==> config.mk <==
export PLATFORM = sky130hd
export DESIGN_NAME = pcm_to_48k_stereo_converter_top_flat
export DESIGN_NICKNAME = d
export VERILOG_FILES = /design/src/hdl/pcm48_pkg.sv /design/src/hdl/pcm48_in_if.sv /design/src/hdl/pcm48_out_if.sv /design/src/hdl/pcm48_cfg_if.sv /design/src/hdl/pcm48_front.sv /design/src/hdl/pcm48_queue.sv /design/src/hdl/pcm48_back.sv /design/src/hdl/pcm_to_48k_stereo_converter_top.sv /design/src/flat_wrapper.sv
export SDC_FILE = /design/constraint.sdc
export NUM_CORES = 1
export LEC_CHECK = 0
export BUFFER_PORTS_ARGS = -buffer_cell sky130_fd_sc_hd__buf_2
export CORE_MARGIN = 3
export CORE_UTILIZATION = 50
export CTS_CLUSTER_DIAMETER = 30
export DETAILED_ROUTE_END_ITERATION = 16
export PLACE_DENSITY = 0.71
export SYNTH_ARGS = -nofsm -noshare
export SYNTH_HDL_FRONTEND = slang
export SYNTH_HIERARCHICAL = 1
export SYNTH_SLANG_ARGS = --single-unit
==> constraint.sdc <==
create_clock -name clk -period 2.9 [get_ports clk]
set_input_delay 0.29 -clock clk [delete_from_list [all_inputs] [get_ports clk]]
set_output_delay 0.29 -clock clk [all_outputs]
set_load 0.02 [all_outputs]
==> src/hdl/pcm48_pkg.sv <==
// ----------------------------------------------------------------------------
// pcm48_pkg
// Shared types, constants and register codes of the PCM to 48k converter.
// ----------------------------------------------------------------------------
package pcm48_pkg;

  // default output rate and run limits
  localparam int OUTPUT_RATE_DEF = 48000;
  localparam int QUEUE_DEPTH_DEF = 2;
  localparam int MAX_RUN         = 6;
  localparam int MIN_RATE        = 8000;

  // field widths
  localparam int BYTE_W  = 8;
  localparam int SAMP_W  = 16;
  localparam int RATE_W  = 18;
  localparam int PHASE_W = 19;   // holds phase below the output rate plus one step
  localparam int CNT_W   = 3;
  localparam int CHAN_W  = 3;
  localparam int WCODE_W = 2;
  localparam int CCNT_W  = 4;
  localparam int IDX_W   = 2;

  // register indexes
  localparam logic [IDX_W-1:0] REG_WIDTH_CODE = 2'd0;
  localparam logic [IDX_W-1:0] REG_CHAN_COUNT = 2'd1;
  localparam logic [IDX_W-1:0] REG_INPUT_RATE = 2'd2;

  // sample width codes
  localparam logic [WCODE_W-1:0] WIDTH_8BIT = 2'd0;

  // one finished input frame, already in signed 16-bit form
  typedef struct packed {
    logic signed [SAMP_W-1:0] left;
    logic signed [SAMP_W-1:0] right;
  } frame_t;

endpackage

==> src/hdl/pcm48_in_if.sv <==
// ----------------------------------------------------------------------------
// pcm48_in_if
// Byte stream channel into the converter.
// ----------------------------------------------------------------------------
interface pcm48_in_if;
  logic                           valid;
  logic                           ready;
  logic [pcm48_pkg::BYTE_W-1:0]   data_byte;

  modport source (output valid, output data_byte, input ready);
  modport sink   (input valid, input data_byte, output ready);
endinterface

==> src/hdl/pcm48_out_if.sv <==
// ----------------------------------------------------------------------------
// pcm48_out_if
// Stereo sample channel out of the converter.
// ----------------------------------------------------------------------------
interface pcm48_out_if;
  logic                                 valid;
  logic                                 ready;
  logic signed [pcm48_pkg::SAMP_W-1:0]  left_sample;
  logic signed [pcm48_pkg::SAMP_W-1:0]  right_sample;
  logic                                 last_of_run;

  modport source (output valid, output left_sample, output right_sample,
                  output last_of_run, input ready);
  modport sink   (input valid, input left_sample, input right_sample,
                  input last_of_run, output ready);
endinterface

==> src/hdl/pcm48_cfg_if.sv <==
// ----------------------------------------------------------------------------
// pcm48_cfg_if
// Register write channel of the converter.
// ----------------------------------------------------------------------------
interface pcm48_cfg_if;
  logic                               valid;
  logic                               ready;
  logic [pcm48_pkg::IDX_W-1:0]        reg_index;
  logic [pcm48_pkg::RATE_W-1:0]       wdata;

  modport source (output valid, output reg_index, output wdata, input ready);
  modport sink   (input valid, input reg_index, input wdata, output ready);
endinterface

==> src/hdl/pcm48_front.sv <==
// ----------------------------------------------------------------------------
// pcm48_front
// Byte assembly: tracks byte and channel position, keeps the last two bytes
// of channels 0 and 1 and hands a finished frame to the queue.
// ----------------------------------------------------------------------------
module pcm48_front (
  input  logic                              clk,
  input  logic                              rst_n,
  input  logic                              byte_valid,
  input  logic [pcm48_pkg::BYTE_W-1:0]      byte_data,
  output logic                              byte_ready,
  input  logic [pcm48_pkg::WCODE_W-1:0]     width_code,
  input  logic [pcm48_pkg::CHAN_W-1:0]      last_chan,
  input  logic                              q_full,
  output logic                              q_push,
  output pcm48_pkg::frame_t                 q_entry
);

  logic [pcm48_pkg::WCODE_W-1:0] bis_r, bis_nxt;
  logic [pcm48_pkg::CHAN_W-1:0]  chan_r, chan_nxt;
  logic [pcm48_pkg::SAMP_W-1:0]  left_r, left_nxt;
  logic [pcm48_pkg::SAMP_W-1:0]  right_r, right_nxt;
  logic                          accept;
  logic                          sample_end;
  logic                          frame_end;
  logic [pcm48_pkg::SAMP_W-1:0]  left_s16;
  logic [pcm48_pkg::SAMP_W-1:0]  right_s16;

  // 8-bit data is unsigned: flip the sign bit of the top byte
  function automatic logic [pcm48_pkg::SAMP_W-1:0] to_s16(
    input logic [pcm48_pkg::SAMP_W-1:0] bytes,
    input logic [pcm48_pkg::WCODE_W-1:0] code
  );
    logic [pcm48_pkg::SAMP_W-1:0] res;
    if (code == pcm48_pkg::WIDTH_8BIT) begin
      res = {bytes[15:8] ^ 8'h80, 8'h00};
    end else begin
      res = bytes;
    end
    return res;
  endfunction

  assign byte_ready = !q_full;
  assign accept     = byte_valid && byte_ready;
  assign sample_end = (bis_r >= width_code);
  assign frame_end  = (chan_r >= last_chan);

  // position counters and byte history
  always_comb begin
    bis_nxt   = bis_r;
    chan_nxt  = chan_r;
    left_nxt  = left_r;
    right_nxt = right_r;
    if (accept) begin
      if (chan_r == 3'd0) begin
        left_nxt = {byte_data, left_r[15:8]};
      end else if (chan_r == 3'd1) begin
        right_nxt = {byte_data, right_r[15:8]};
      end
      if (!sample_end) begin
        bis_nxt = bis_r + 2'd1;
      end else begin
        bis_nxt = '0;
        chan_nxt = frame_end ? '0 : chan_r + 3'd1;
      end
    end
  end

  // frame out to the queue, mono copies left
  assign left_s16  = to_s16(left_nxt, width_code);
  assign right_s16 = to_s16(right_nxt, width_code);
  assign q_push    = accept && sample_end && frame_end;
  assign q_entry.left  = left_s16;
  assign q_entry.right = (last_chan == 3'd0) ? left_s16 : right_s16;

  always_ff @(posedge clk) begin
    if (!rst_n) begin
      bis_r   <= '0;
      chan_r  <= '0;
      left_r  <= '0;
      right_r <= '0;
    end else begin
      bis_r   <= bis_nxt;
      chan_r  <= chan_nxt;
      left_r  <= left_nxt;
      right_r <= right_nxt;
    end
  end

endmodule

==> src/hdl/pcm48_queue.sv <==
// ----------------------------------------------------------------------------
// pcm48_queue
// Short frame queue between byte assembly and the resampler.
// ----------------------------------------------------------------------------
module pcm48_queue #(
  parameter int DEPTH = pcm48_pkg::QUEUE_DEPTH_DEF
) (
  input  logic               clk,
  input  logic               rst_n,
  input  logic               push,
  input  pcm48_pkg::frame_t  push_entry,
  output logic               full,
  input  logic               pop,
  output logic               head_valid,
  output pcm48_pkg::frame_t  head_entry
);

  localparam int PTR_W = (DEPTH > 1) ? $clog2(DEPTH) : 1;
  localparam int CNT_W = $clog2(DEPTH + 1);
  localparam logic [PTR_W-1:0] LAST_PTR = PTR_W'(DEPTH - 1);

  pcm48_pkg::frame_t mem [DEPTH];
  logic [PTR_W-1:0] wr_ptr_r, wr_ptr_nxt;
  logic [PTR_W-1:0] rd_ptr_r, rd_ptr_nxt;
  logic [CNT_W-1:0] count_r, count_nxt;

  assign full       = (count_r == CNT_W'(DEPTH));
  assign head_valid = (count_r != '0);
  assign head_entry = mem[rd_ptr_r];

  // pointer and fill count update
  always_comb begin
    wr_ptr_nxt = wr_ptr_r;
    rd_ptr_nxt = rd_ptr_r;
    count_nxt  = count_r;
    if (push) begin
      wr_ptr_nxt = (wr_ptr_r == LAST_PTR) ? '0 : wr_ptr_r + 1'b1;
    end
    if (pop) begin
      rd_ptr_nxt = (rd_ptr_r == LAST_PTR) ? '0 : rd_ptr_r + 1'b1;
    end
    if (push && !pop) begin
      count_nxt = count_r + 1'b1;
    end else if (pop && !push) begin
      count_nxt = count_r - 1'b1;
    end
  end

  always_ff @(posedge clk) begin
    if (push) begin
      mem[wr_ptr_r] <= push_entry;
    end
  end

  always_ff @(posedge clk) begin
    if (!rst_n) begin
      wr_ptr_r <= '0;
      rd_ptr_r <= '0;
      count_r  <= '0;
    end else begin
      wr_ptr_r <= wr_ptr_nxt;
      rd_ptr_r <= rd_ptr_nxt;
      count_r  <= count_nxt;
    end
  end

  // no push into a full queue, no pop from an empty one
  a_no_overflow: assert property (@(posedge clk) disable iff (!rst_n)
    full && !pop |-> !push) else $error("queue overflow");
  a_no_underflow: assert property (@(posedge clk) disable iff (!rst_n)
    pop |-> head_valid) else $error("queue underflow");
  a_count_step: assert property (@(posedge clk) disable iff (!rst_n)
    push && !pop |=> count_r == $past(count_r) + 1'b1) else $error("count slip");

endmodule

==> src/hdl/pcm48_back.sv <==
// ----------------------------------------------------------------------------
// pcm48_back
// Nearest-neighbour resampler: per frame, emits output frames while the phase
// is below the output rate and the run is short of MAX_RUN, then steps it down.
// ----------------------------------------------------------------------------
module pcm48_back #(
  parameter int OUTPUT_RATE = pcm48_pkg::OUTPUT_RATE_DEF
) (
  input  logic                             clk,
  input  logic                             rst_n,
  input  logic [pcm48_pkg::RATE_W-1:0]     rate,
  input  logic                             q_valid,
  input  pcm48_pkg::frame_t                q_entry,
  output logic                             q_pop,
  output logic                             out_valid,
  input  logic                             out_ready,
  output logic signed [pcm48_pkg::SAMP_W-1:0] out_left,
  output logic signed [pcm48_pkg::SAMP_W-1:0] out_right,
  output logic                             out_last
);

  localparam logic [pcm48_pkg::PHASE_W-1:0] OUT_RATE_C =
    pcm48_pkg::PHASE_W'(OUTPUT_RATE);
  localparam logic [pcm48_pkg::CNT_W-1:0] RUN_LAST =
    pcm48_pkg::CNT_W'(pcm48_pkg::MAX_RUN - 1);

  logic                                busy_r, busy_nxt;
  pcm48_pkg::frame_t                   frame_r, frame_nxt;
  logic [pcm48_pkg::PHASE_W-1:0]       phase_r, phase_nxt;
  logic [pcm48_pkg::CNT_W-1:0]         cnt_r, cnt_nxt;
  logic                                oval_r, oval_nxt;
  logic signed [pcm48_pkg::SAMP_W-1:0] oleft_r, oleft_nxt;
  logic signed [pcm48_pkg::SAMP_W-1:0] oright_r, oright_nxt;
  logic                                olast_r, olast_nxt;
  logic [pcm48_pkg::PHASE_W-1:0]       phase_add;
  logic [pcm48_pkg::PHASE_W-1:0]       phase_sub;
  logic                                emit;
  logic                                out_free;

  assign out_free  = !oval_r || out_ready;
  assign emit      = (phase_r < OUT_RATE_C) && (cnt_r <= RUN_LAST);
  assign phase_add = phase_r + {1'b0, rate};
  assign phase_sub = phase_r - OUT_RATE_C;
  assign q_pop     = !busy_r && q_valid;

  // run sequencer
  always_comb begin
    busy_nxt   = busy_r;
    frame_nxt  = frame_r;
    phase_nxt  = phase_r;
    cnt_nxt    = cnt_r;
    oval_nxt   = oval_r && !out_ready;
    oleft_nxt  = oleft_r;
    oright_nxt = oright_r;
    olast_nxt  = olast_r;
    if (q_pop) begin
      busy_nxt  = 1'b1;
      frame_nxt = q_entry;
      cnt_nxt   = '0;
    end else if (busy_r) begin
      if (emit) begin
        if (out_free) begin
          oval_nxt   = 1'b1;
          oleft_nxt  = frame_r.left;
          oright_nxt = frame_r.right;
          olast_nxt  = !((phase_add < OUT_RATE_C) && (cnt_r < RUN_LAST));
          phase_nxt  = phase_add;
          cnt_nxt    = cnt_r + 1'b1;
        end
      end else begin
        // run done: step down, a cut run saturates to zero
        busy_nxt  = 1'b0;
        phase_nxt = (phase_r >= OUT_RATE_C) ? {1'b0, phase_sub[pcm48_pkg::RATE_W-1:0]} : '0;
      end
    end
  end

  always_ff @(posedge clk) begin
    frame_r  <= frame_nxt;
    oleft_r  <= oleft_nxt;
    oright_r <= oright_nxt;
    olast_r  <= olast_nxt;
  end

  always_ff @(posedge clk) begin
    if (!rst_n) begin
      busy_r  <= 1'b0;
      phase_r <= '0;
      cnt_r   <= '0;
      oval_r  <= 1'b0;
    end else begin
      busy_r  <= busy_nxt;
      phase_r <= phase_nxt;
      cnt_r   <= cnt_nxt;
      oval_r  <= oval_nxt;
    end
  end

  assign out_valid = oval_r;
  assign out_left  = oleft_r;
  assign out_right = oright_r;
  assign out_last  = olast_r;

  // run length stays within the limit
  a_run_limit: assert property (@(posedge clk) disable iff (!rst_n)
    cnt_r <= pcm48_pkg::CNT_W'(pcm48_pkg::MAX_RUN)) else $error("run too long");
  // between runs the phase fits its stored width
  a_phase_idle: assert property (@(posedge clk) disable iff (!rst_n)
    !busy_r |-> !phase_r[pcm48_pkg::PHASE_W-1]) else $error("phase overflow");
  // a frame ending its run flags the last beat
  a_last_at_end: assert property (@(posedge clk) disable iff (!rst_n)
    busy_r && emit && out_free && cnt_r == RUN_LAST |=> olast_r)
    else $error("missing last flag");

endmodule

==> src/hdl/pcm_to_48k_stereo_converter_top.sv <==
// ----------------------------------------------------------------------------
// pcm_to_48k_stereo_converter_top
// Little-endian PCM byte stream to 48 kHz signed 16-bit stereo frames.
//
//   port     dir   beat contents
//   in_ch    in    data_byte
//   out_ch   out   left_sample, right_sample, last_of_run
//   cfg_ch   in    reg_index, wdata (0 width code, 1 channels, 2 input rate)
//
// One byte is taken per cycle while the two-entry frame queue has room.
// A frame-ending byte has the resampler pick the frame up, emit n output beats
// (0 to 6) and then step the phase before it pops the next frame.
// A stalled output holds the resampler; the queue then fills and stops input.
// Reset is synchronous and returns registers to 16 bit, 2 channels, 44100 Hz.
// ----------------------------------------------------------------------------
module pcm_to_48k_stereo_converter_top #(
  parameter int OUTPUT_RATE = pcm48_pkg::OUTPUT_RATE_DEF,
  parameter int QUEUE_DEPTH = pcm48_pkg::QUEUE_DEPTH_DEF
) (
  input  logic        clk,
  input  logic        rst_n,
  pcm48_in_if.sink    in_ch,
  pcm48_out_if.source out_ch,
  pcm48_cfg_if.sink   cfg_ch
);

  logic [pcm48_pkg::WCODE_W-1:0] width_code_r;
  logic [pcm48_pkg::CHAN_W-1:0]  last_chan_r;
  logic [pcm48_pkg::RATE_W-1:0]  rate_r;
  logic [pcm48_pkg::CHAN_W-1:0]  last_chan_wr;
  logic [pcm48_pkg::RATE_W-1:0]  rate_wr;
  logic [pcm48_pkg::CCNT_W-1:0]  ccount_wr;
  logic                          cfg_write;
  logic                          q_full;
  logic                          q_push;
  logic                          q_pop;
  logic                          q_valid;
  pcm48_pkg::frame_t             q_in;
  pcm48_pkg::frame_t             q_head;

  // register writes, stored already clamped
  assign cfg_ch.ready = 1'b1;
  assign cfg_write    = cfg_ch.valid && cfg_ch.ready;
  assign ccount_wr    = cfg_ch.wdata[pcm48_pkg::CCNT_W-1:0];

  always_comb begin
    priority if (ccount_wr == 4'd0) begin
      last_chan_wr = '0;
    end else if (ccount_wr > 4'd8) begin
      last_chan_wr = 3'd7;
    end else begin
      last_chan_wr = pcm48_pkg::CHAN_W'(ccount_wr - 4'd1);
    end
  end

  assign rate_wr = (cfg_ch.wdata < pcm48_pkg::RATE_W'(pcm48_pkg::MIN_RATE))
                 ? pcm48_pkg::RATE_W'(pcm48_pkg::MIN_RATE) : cfg_ch.wdata;

  always_ff @(posedge clk) begin
    if (!rst_n) begin
      width_code_r <= 2'd1;
      last_chan_r  <= 3'd1;
      rate_r       <= 18'd44100;
    end else if (cfg_write) begin
      unique case (cfg_ch.reg_index)
        pcm48_pkg::REG_WIDTH_CODE: width_code_r <= cfg_ch.wdata[pcm48_pkg::WCODE_W-1:0];
        pcm48_pkg::REG_CHAN_COUNT: last_chan_r  <= last_chan_wr;
        pcm48_pkg::REG_INPUT_RATE: rate_r       <= rate_wr;
        default: ;
      endcase
    end
  end

  // byte assembly
  pcm48_front u_front (
    .clk        (clk),
    .rst_n      (rst_n),
    .byte_valid (in_ch.valid),
    .byte_data  (in_ch.data_byte),
    .byte_ready (in_ch.ready),
    .width_code (width_code_r),
    .last_chan  (last_chan_r),
    .q_full     (q_full),
    .q_push     (q_push),
    .q_entry    (q_in)
  );

  // frame queue
  pcm48_queue #(
    .DEPTH (QUEUE_DEPTH)
  ) u_queue (
    .clk        (clk),
    .rst_n      (rst_n),
    .push       (q_push),
    .push_entry (q_in),
    .full       (q_full),
    .pop        (q_pop),
    .head_valid (q_valid),
    .head_entry (q_head)
  );

  // resampler
  pcm48_back #(
    .OUTPUT_RATE (OUTPUT_RATE)
  ) u_back (
    .clk       (clk),
    .rst_n     (rst_n),
    .rate      (rate_r),
    .q_valid   (q_valid),
    .q_entry   (q_head),
    .q_pop     (q_pop),
    .out_valid (out_ch.valid),
    .out_ready (out_ch.ready),
    .out_left  (out_ch.left_sample),
    .out_right (out_ch.right_sample),
    .out_last  (out_ch.last_of_run)
  );

endmodule

==> src/flat_wrapper.sv <==
// flat-port wrapper written by rule: the top's interface ports become plain ports
module pcm_to_48k_stereo_converter_top_flat 
#(
  parameter int OUTPUT_RATE = pcm48_pkg::OUTPUT_RATE_DEF,
  parameter int QUEUE_DEPTH = pcm48_pkg::QUEUE_DEPTH_DEF
)
  (clk, rst_n, in_ch_valid, in_ch_data_byte, in_ch_ready, out_ch_valid, out_ch_left_sample, out_ch_right_sample, out_ch_last_of_run, out_ch_ready, cfg_ch_valid, cfg_ch_reg_index, cfg_ch_wdata, cfg_ch_ready);
  pcm48_in_if in_ch_i ();
  pcm48_out_if out_ch_i ();
  pcm48_cfg_if cfg_ch_i ();
  input  logic clk;
  input  logic rst_n;
  input wire logic [$bits(in_ch_i.valid)-1:0] in_ch_valid;
  input wire logic [$bits(in_ch_i.data_byte)-1:0] in_ch_data_byte;
  output wire logic [$bits(in_ch_i.ready)-1:0] in_ch_ready;
  output wire logic [$bits(out_ch_i.valid)-1:0] out_ch_valid;
  output wire logic [$bits(out_ch_i.left_sample)-1:0] out_ch_left_sample;
  output wire logic [$bits(out_ch_i.right_sample)-1:0] out_ch_right_sample;
  output wire logic [$bits(out_ch_i.last_of_run)-1:0] out_ch_last_of_run;
  input wire logic [$bits(out_ch_i.ready)-1:0] out_ch_ready;
  input wire logic [$bits(cfg_ch_i.valid)-1:0] cfg_ch_valid;
  input wire logic [$bits(cfg_ch_i.reg_index)-1:0] cfg_ch_reg_index;
  input wire logic [$bits(cfg_ch_i.wdata)-1:0] cfg_ch_wdata;
  output wire logic [$bits(cfg_ch_i.ready)-1:0] cfg_ch_ready;
  assign in_ch_i.valid = in_ch_valid;
  assign in_ch_i.data_byte = in_ch_data_byte;
  assign in_ch_ready = in_ch_i.ready;
  assign out_ch_valid = out_ch_i.valid;
  assign out_ch_left_sample = out_ch_i.left_sample;
  assign out_ch_right_sample = out_ch_i.right_sample;
  assign out_ch_last_of_run = out_ch_i.last_of_run;
  assign out_ch_i.ready = out_ch_ready;
  assign cfg_ch_i.valid = cfg_ch_valid;
  assign cfg_ch_i.reg_index = cfg_ch_reg_index;
  assign cfg_ch_i.wdata = cfg_ch_wdata;
  assign cfg_ch_ready = cfg_ch_i.ready;
  pcm_to_48k_stereo_converter_top #(.OUTPUT_RATE(OUTPUT_RATE), .QUEUE_DEPTH(QUEUE_DEPTH)) u_core (.clk(clk), .rst_n(rst_n), .in_ch(in_ch_i), .out_ch(out_ch_i), .cfg_ch(cfg_ch_i));
endmodule
# Word-level counts from Yosys, hierarchy flattened
# Memories as Yosys holds them, arrays and structs flattened. A register that Yosys moved wholly into a read port is not among the register bits.
# Cells that the tools add are included.
dict set report classes {
  n_reduce_logical 32
  add_sub_neg 10
  n_lt_le_gt_ge 9
  n_mux 29
  n_bitwise 4
  n_eq_ne 5
}
# cell count
set op_table {}
lappend op_table {{$mux 16} 8}
lappend op_table {{$lt 19x16->1 const B} 2}
lappend op_table {{$mux 19} 2}
lappend op_table {{$mux 18} 2}
lappend op_table {{$add 19x18->19} 1}
lappend op_table {{$ge 19x16->1 const B} 1}
lappend op_table {{$lt 18x13->1 const B} 1}
lappend op_table {{$sub 18x16->18 const B} 1}
lappend op_table {{$mux 1} 11}
lappend op_table {{$logic_and 1x1->1} 9}
lappend op_table {{$mux 3} 3}
lappend op_table {{$reduce_and 2->1} 4}
lappend op_table {{$logic_not 1->1} 7}
lappend op_table {{$add 3x1->3 const B} 2}
lappend op_table {{$logic_not 3->1} 2}
lappend op_table {{$mux 2} 3}
lappend op_table {{$reduce_and 3->1} 2}
lappend op_table {{$add 2x1->2 const B} 2}
lappend op_table {{$eq 2x2->1 const B} 2}
lappend op_table {{$gt 4x4->1 const B} 1}
lappend op_table {{$logic_not 2->1} 2}
lappend op_table {{$logic_not 4->1} 1}
lappend op_table {{$not 1->1} 4}
lappend op_table {{$reduce_and 4->1} 1}
lappend op_table {{other kinds (13)} 15}
dict set report totals {
  ramBits 64
  reg_bits 121
  memories 1
  out_inout_bits 36
}
# name words word_bits rd rd_ports_with_merged_regs wr line
set memory_table {}
lappend memory_table {u_core.u_queue.mem 2 32 1 1 1 pcm48_queue.sv:22} ;# pcm48_pkg::frame_t mem [DEPTH];

# Logic depth before layout (Yosys ltp)
dict set report depth {
  ltp_word 9
  ltp_mapped 10
  depth_no_buf 10
}

# Hierarchy
# Netlist, hierarchy kept.
# mod instances seq_area_each_um2 cells_per_inst area_per_inst_um2
set by_module_without_submodules {}
lappend by_module_without_submodules {pcm48_back 1 2432.3 352 4131.5}
lappend by_module_without_submodules {pcm48_queue 1 2021.9 122 2531.2}
lappend by_module_without_submodules {pcm48_front 1 740.7 218 2135.8}
lappend by_module_without_submodules {pcm_to_48k_stereo_converter_top 1 460.4 102 952.2}

# Least setup slack after synthesis
# OpenSTA, ideal clock, no wires.
dict set report synth_path {
  path_kind {flip-flop to flip-flop}
  startpoint {reg u_core.u_queue.count_r[0]}
  endpoint {mem u_core/u_queue/mem[0][0] (netlist name), enable pin}
  synth_period_minus_slack_ps 3146
  path_stages_with_launch 6
  setup_time_ps 426
  n_path_buf 0
  slack_ps -246
  arrival_ps 2720
  cell_sequence {dfxtp_1 -> and2b_2 -> nor2b_1 -> nand2_1 -> nor2_1 -> nor2b_1}
}
dict set report synth_between {
  elab_chain_len 7
}
# item line
set synth_lines {}
lappend synth_lines {{from (decl)} pcm48_queue.sv:25} ;# logic [CNT_W-1:0] count_r, count_nxt;
lappend synth_lines {{from (signal assigned)} pcm48_queue.sv:63} ;# count_r <= count_nxt;
lappend synth_lines {{$eq 2x2->1} pcm48_queue.sv:27} ;# assign full = (count_r == CNT_W'(DEPTH));
lappend synth_lines {{net u_core.q_full} pcm_to_48k_stereo_converter_top.sv:34} ;# logic q_full;
lappend synth_lines {{$logic_not 1->1} pcm48_front.sv:43} ;# assign byte_ready = !q_full;
lappend synth_lines {{$logic_and 1x1->1} pcm48_front.sv:44} ;# assign accept = byte_valid && byte_ready;
lappend synth_lines {{$logic_and 1x1->1 (2 in series)} pcm48_front.sv:72} ;# assign q_push = accept && sample_end && frame_end;
lappend synth_lines {{net u_core.q_push} pcm_to_48k_stereo_converter_top.sv:35} ;# logic q_push;
lappend synth_lines {{$mux 1} pcm48_queue.sv:50} ;# if (push) begin
lappend synth_lines {{$mux 1 (implied by the code)} pcm48_queue.sv:51} ;# mem[wr_ptr_r] <= push_entry;
lappend synth_lines {{to (decl)} pcm48_queue.sv:22}
# The timed path passes the listed nets, and every way through them passes these cells.

# Worst setup path after layout
dict set report layout_path {
  startpoint {reg u_core/u_back/phase_r[13] (netlist name)}
  endpoint {reg u_core.u_back.olast_r, in the netlist u_core/u_back/out_last (data pin)}
}
dict set report layout_between {
  elab_chain_len 4
}
# item line
set layout_lines {}
lappend layout_lines {{from (decl)} pcm48_back.sv:29} ;# logic [pcm48_pkg::PHASE_W-1:0] phase_r, phase_nxt;
lappend layout_lines {{from (signal assigned)} pcm48_back.sv:93} ;# phase_r <= phase_nxt;
lappend layout_lines {{$add 19x18->19} pcm48_back.sv:42} ;# assign phase_add = phase_r + {1'b0, rate};
lappend layout_lines {{$lt 19x16->1} pcm48_back.sv:66} ;# olast_nxt = !((phase_add < OUT_RATE_C) && (cnt_r < RUN_LAST));
lappend layout_lines {{$logic_and 1x1->1} pcm48_back.sv:66}
lappend layout_lines {{$logic_not 1->1} pcm48_back.sv:66}
lappend layout_lines {{to (signal assigned)} pcm48_back.sv:82} ;# olast_r <= olast_nxt;
lappend layout_lines {{to (decl)} pcm48_back.sv:34} ;# logic olast_r, olast_nxt;
# Every way passes these cells.
# A chain may end at the register's enable or synchronous reset.

==> run summary <==
Measured on the finished design, the core utilization comes to 62.1%. For this design the static power due to leakage is 4.56 nW. The clock-pin slew on the worst setup and hold paths works out to 0.05 ns. Clock latency on the worst-skew pair, taken at its later pin, is 0.51 ns. The largest area contributor in the netlist was sky130_fd_sc_hd__edfxtp_1.

Of the available clock period, the critical path in the final layout requires 92.6%. The number of buffers and inverters on the critical path is 0. In the routed design, unresolved DRC markers number 0. TritonCTS built the clock tree. Power comes to 0.0114 W. Along the worst hold path, the cell count comes to 2.

The post-synthesis async set-or-reset flop share was 0%; the data required time of the worst path was 3.13 ns. The commonest non-fill, non-tap cell in the layout was sky130_fd_sc_hd__edfxtp_1. TritonCTS created 39 clock buffers. The number of nets in the layout is 951, and the number of cells on the worst reg-to-reg path is 8. The synthesized design contains 129 enable-type register cells. The tools report the clock tree skew after final layout as 0.0280 ns. The standard cell with the maximum stage delay on the critical path was sky130_fd_sc_hd__a2111o_1. The layer flagged by global routing as most heavily used is met2. Traced cell by cell, the critical path runs through ha_1 -> and3_1 -> a2111o_1 -> or3b_1 -> o221ai_2 -> xnor2_1 -> a211oi_2 -> o211ai_1.

Of the post-synthesis cell area, the dominant cell type holds 39.7%. The signal arrival time at the worst endpoint is 2.92 ns, and the via count normalized by instance count is 5.40. The critical path's top delay family was compound AO/OA/AOI/OAI gates. The type of the setup path with the least slack is reg -> reg. The top cell types in the final layout, fill and taps aside, are 129 x sky130_fd_sc_hd__edfxtp_1, 89 x sky130_fd_sc_hd__dfxtp_1, 67 x sky130_fd_sc_hd__buf_2. The region available for standard cell placement spans 19000 sq um. The initial standard-cell utilization of the core is 51.4%. Height of the die: 146 microns. The repair_antennas step left the layout with diodes totalling 0. The tools report the endpoint of the worst-slack reg-to-reg timing path as u_core/u_back/out_last. The number of placement rows was 50; the net count of the mapped netlist was 859. Among all flip-flop cells after synthesis, the most frequent one is sky130_fd_sc_hd__edfxtp_1. Derived from the worst setup path, the maximum achievable clock frequency is 372 MHz.

The tools report the capture endpoint of the worst hold path as u_core/rate_r[4]. Counting distinct cell types in the post-synthesis netlist gives 87. In the final routed layout, each cell accounts on average for 16.9 microns. For flop-to-flop paths, the worst setup slack is 0.21 ns. The detail route stage leaves a number of antenna-violating nets equal to 0. The synthesized area per cell was 12.3 sq um. In this design, the stage delay of the slowest critical-path cell is 0.49 ns. The deepest level of the CTS H-tree is 2, and the largest net degree at the start of global routing is 47. For the pin with the worst max-slew slack, the measured transition is 0.625 ns. Across the run, the number of max-cap violations was 0. The run finished with clean final reports.

The final max-slew violation count came out at 0. STA classifies the critical path endpoint as a flop. The wire length of the first global-routing pass was 32500 microns. For the number of antenna violations at the first check in global routing, the log shows 0. The global-route met3 utilization was 4.30%. In this run the post-CTS setup repair buffer count came out at 0.

In this run the power density over the cells is 966 nW/um^2. The Yosys step of the flow raised 6 warnings. Tracing the worst setup path back leads to its startpoint at u_core/u_back/phase_r[13]. From left edge to right edge, the die measures 146 microns. Cells with a size suffix above 1 make up 23.8% of the layout.

The cell count after synthesis came out at 794. Input and output buffers added on the ports amount to 67. Before antenna repair, the detailed router went through 5 iterations. Timing analysis after detailed placement gives a worst setup slack of 0.228 ns. The run gives 11800 sq um as the cell area after layout. Summed over all nets, the half-perimeter wirelength after detailed placement is 13200 microns. Critical register-to-register path startpoint: u_core/u_back/phase_r[13]. Setup violations remaining at the end of the flow were counted as 0. In this run the worst hold path is classified as in -> reg.

The worst setup margin was 0.214 ns. For this run, the register share of the synthesized area comes to 58.0%. Routability-driven placement finished with a final weighted congestion of 0.868. The total routing resource utilization after global routing is 18.8%, and the layout overhead on the synthesized area is 20.7%.

By area the synthesized netlist is led by sky130_fd_sc_hd__edfxtp_1 40%, sky130_fd_sc_hd__dfxtp_1 18%, sky130_fd_sc_hd__mux2_2 4.2%, sky130_fd_sc_hd__ha_1 4.0%, sky130_fd_sc_hd__mux2i_1 2.9%. The root buffer cell chosen for the clock tree is sky130_fd_sc_hd__clkbuf_16. The largest fanout on the critical path came out at 6. The tree built by TritonCTS fans out to 218 sinks. For the finished layout, the period the worst path requires is 2.69 ns. The tools report the total wire length as 19900 microns. In the global route stage, met2 resource usage came out at 29.2%. In this run, the number of DRC markers left after iteration 0 of detailed routing was 469. Summing all placed instances gives a cell area of 10400 sq um. The sort of element at the start of the critical path was a flop. The flip-flop and latch count after synthesis came out at 218.

Setup repair after global routing left no endpoint under its margin. In this run the tightest slew margin relative to its limit is 58.1%. After synthesis the cells add up to 9750 sq um. The via count of the first global-routing pass was 6410. In this run the most critical hold path is launched from cfg_ch_wdata[4]. Global routing consumed, on the met1 layer, 26.0% of the routing resources. The setup total negative slack was 0 ns.

The routed layout has 6355 vias. The logs give 21200 sq um for the die area and 69 for the number of I/O pins. The largest buffer count on any clock path is 3. The final number of hold-violating endpoints was 0; the residual overflow from global routing was 0. The worst-case IR drop observed on VDD is 0.523 mV.
## state kept, by name, indices dropped and copies added, names as in the netlist, 3 cells and up, named ones only
name and flops:
u_core/u_queue/mem 64, u_core/u_back/out_left 16, u_core/u_back/phase_r 19, u_core/u_back/frame_r 32
u_core/last_chan_r 3, u_core/u_front/chan_r 3, u_core/rate_r 18, u_core/u_front/right_r 16
u_core/u_back/out_right 16, u_core/u_back/cnt_r 3, u_core/u_front/left_r 16
## logic make-up after synthesis
| group | synth area share, % |
|---|---|
| fa+ha+maj | 4.29 |
| flops | 58.0 |
| xor+xnor | 2.25 |
| mux | 7.56 |
| compound gates | 12.0 |
| buf+inv | 3.34 |
| simple gates | 12.5 |
| other cells | 0.0385 |
## synthesized netlist by cell type, types with 4 or more instances
library cell	count
sky130_fd_sc_hd__buf_4	15
sky130_fd_sc_hd__xnor2_1	13
sky130_fd_sc_hd__nor2b_1	34
sky130_fd_sc_hd__o211ai_1	5
sky130_fd_sc_hd__nand3_1	20
sky130_fd_sc_hd__a21oi_2	9
sky130_fd_sc_hd__xor2_1	12
sky130_fd_sc_hd__o32a_1	7
sky130_fd_sc_hd__a21o_1	18
sky130_fd_sc_hd__a211oi_1	4
sky130_fd_sc_hd__o21a_1	10
sky130_fd_sc_hd__dfxtp_1	89
sky130_fd_sc_hd__and2_1	15
sky130_fd_sc_hd__mux2i_1	28
sky130_fd_sc_hd__clkbuf_1	14
sky130_fd_sc_hd__nor3_1	9
sky130_fd_sc_hd__a221oi_1	4
sky130_fd_sc_hd__a21boi_0	6
sky130_fd_sc_hd__mux2_2	36
sky130_fd_sc_hd__o21ai_0	22
sky130_fd_sc_hd__o21ai_1	4
sky130_fd_sc_hd__nand4_1	5
sky130_fd_sc_hd__nand2b_1	7
sky130_fd_sc_hd__ha_1	31
sky130_fd_sc_hd__and3_1	6
sky130_fd_sc_hd__edfxtp_1	129
sky130_fd_sc_hd__or3_1	7
sky130_fd_sc_hd__a21oi_1	31
sky130_fd_sc_hd__a31oi_1	6
sky130_fd_sc_hd__nand2_1	51
sky130_fd_sc_hd__inv_1	24
sky130_fd_sc_hd__o21bai_1	5
sky130_fd_sc_hd__nor2_1	42
## per-stage QoR
stage | hold WS, ns | cells
after global routing | 0.00145 | 1176
after global placement | 0.401 | 1103
after floorplan | 0.400 | 794
after detailed placement | 0.405 | 1103
after CTS | 0.00397 | 1176
final | 0.0190 | 1176
## power by group
group	internal, W	total, W	leakage, nW	switching [W]
Sequential	0.00403	0.00426	1.91	0.000235
Combinational	0.000922	0.00239	1.98	0.00147
Clock	0.00318	0.00472	0.668	0.00154
## cell type report
cell class	instances	area (sq um)
inverters	26	97.6
multi-input cells	514	3790
fillers	1501	7190
flip-flops and latches	218	5660
repair buffers	87	515
well taps	260	325
clock buffers	47	1030
clock inverters	24	355
## timing repair
item	4_1_cts	5_1_grt
resized for setup	0	1
hold buffers	2	0
setup endpoints to repair	0	1
hold endpoints to repair	2	0
## how the worst max path moves through the flow
stage                                     endpoint  cells past startpoint
after global routing        u_core/u_back/out_last                      8
after detailed placement    u_core/u_back/out_last                      8
after floorplan           u_core/u_queue/mem[0][0]                      5
after global placement      u_core/u_back/out_last                      8
final                       u_core/u_back/out_last                      8
after CTS                   u_core/u_back/out_last                      8
## routing by layer
metal  part of all wire, %  up-vias  wire [microns]
li1                      -     3125               -
met2                    46      161            9050
met4                   2.2        0             430
met1                    47     3032            9350
met5                     0        -               0
met3                   5.2       37            1040
## worst register-to-register path: stages, from the launching register on
cell and delay (ns):
sky130_fd_sc_hd__dfxtp_1 0.42, sky130_fd_sc_hd__ha_1 0.32, sky130_fd_sc_hd__and3_1 0.20, sky130_fd_sc_hd__a2111o_1 0.49, sky130_fd_sc_hd__or3b_1 0.39, sky130_fd_sc_hd__o221ai_2 0.17
sky130_fd_sc_hd__xnor2_1 0.11, sky130_fd_sc_hd__a211oi_2 0.20, sky130_fd_sc_hd__o211ai_1 0.11
Power figures use the tool's default switching activity.
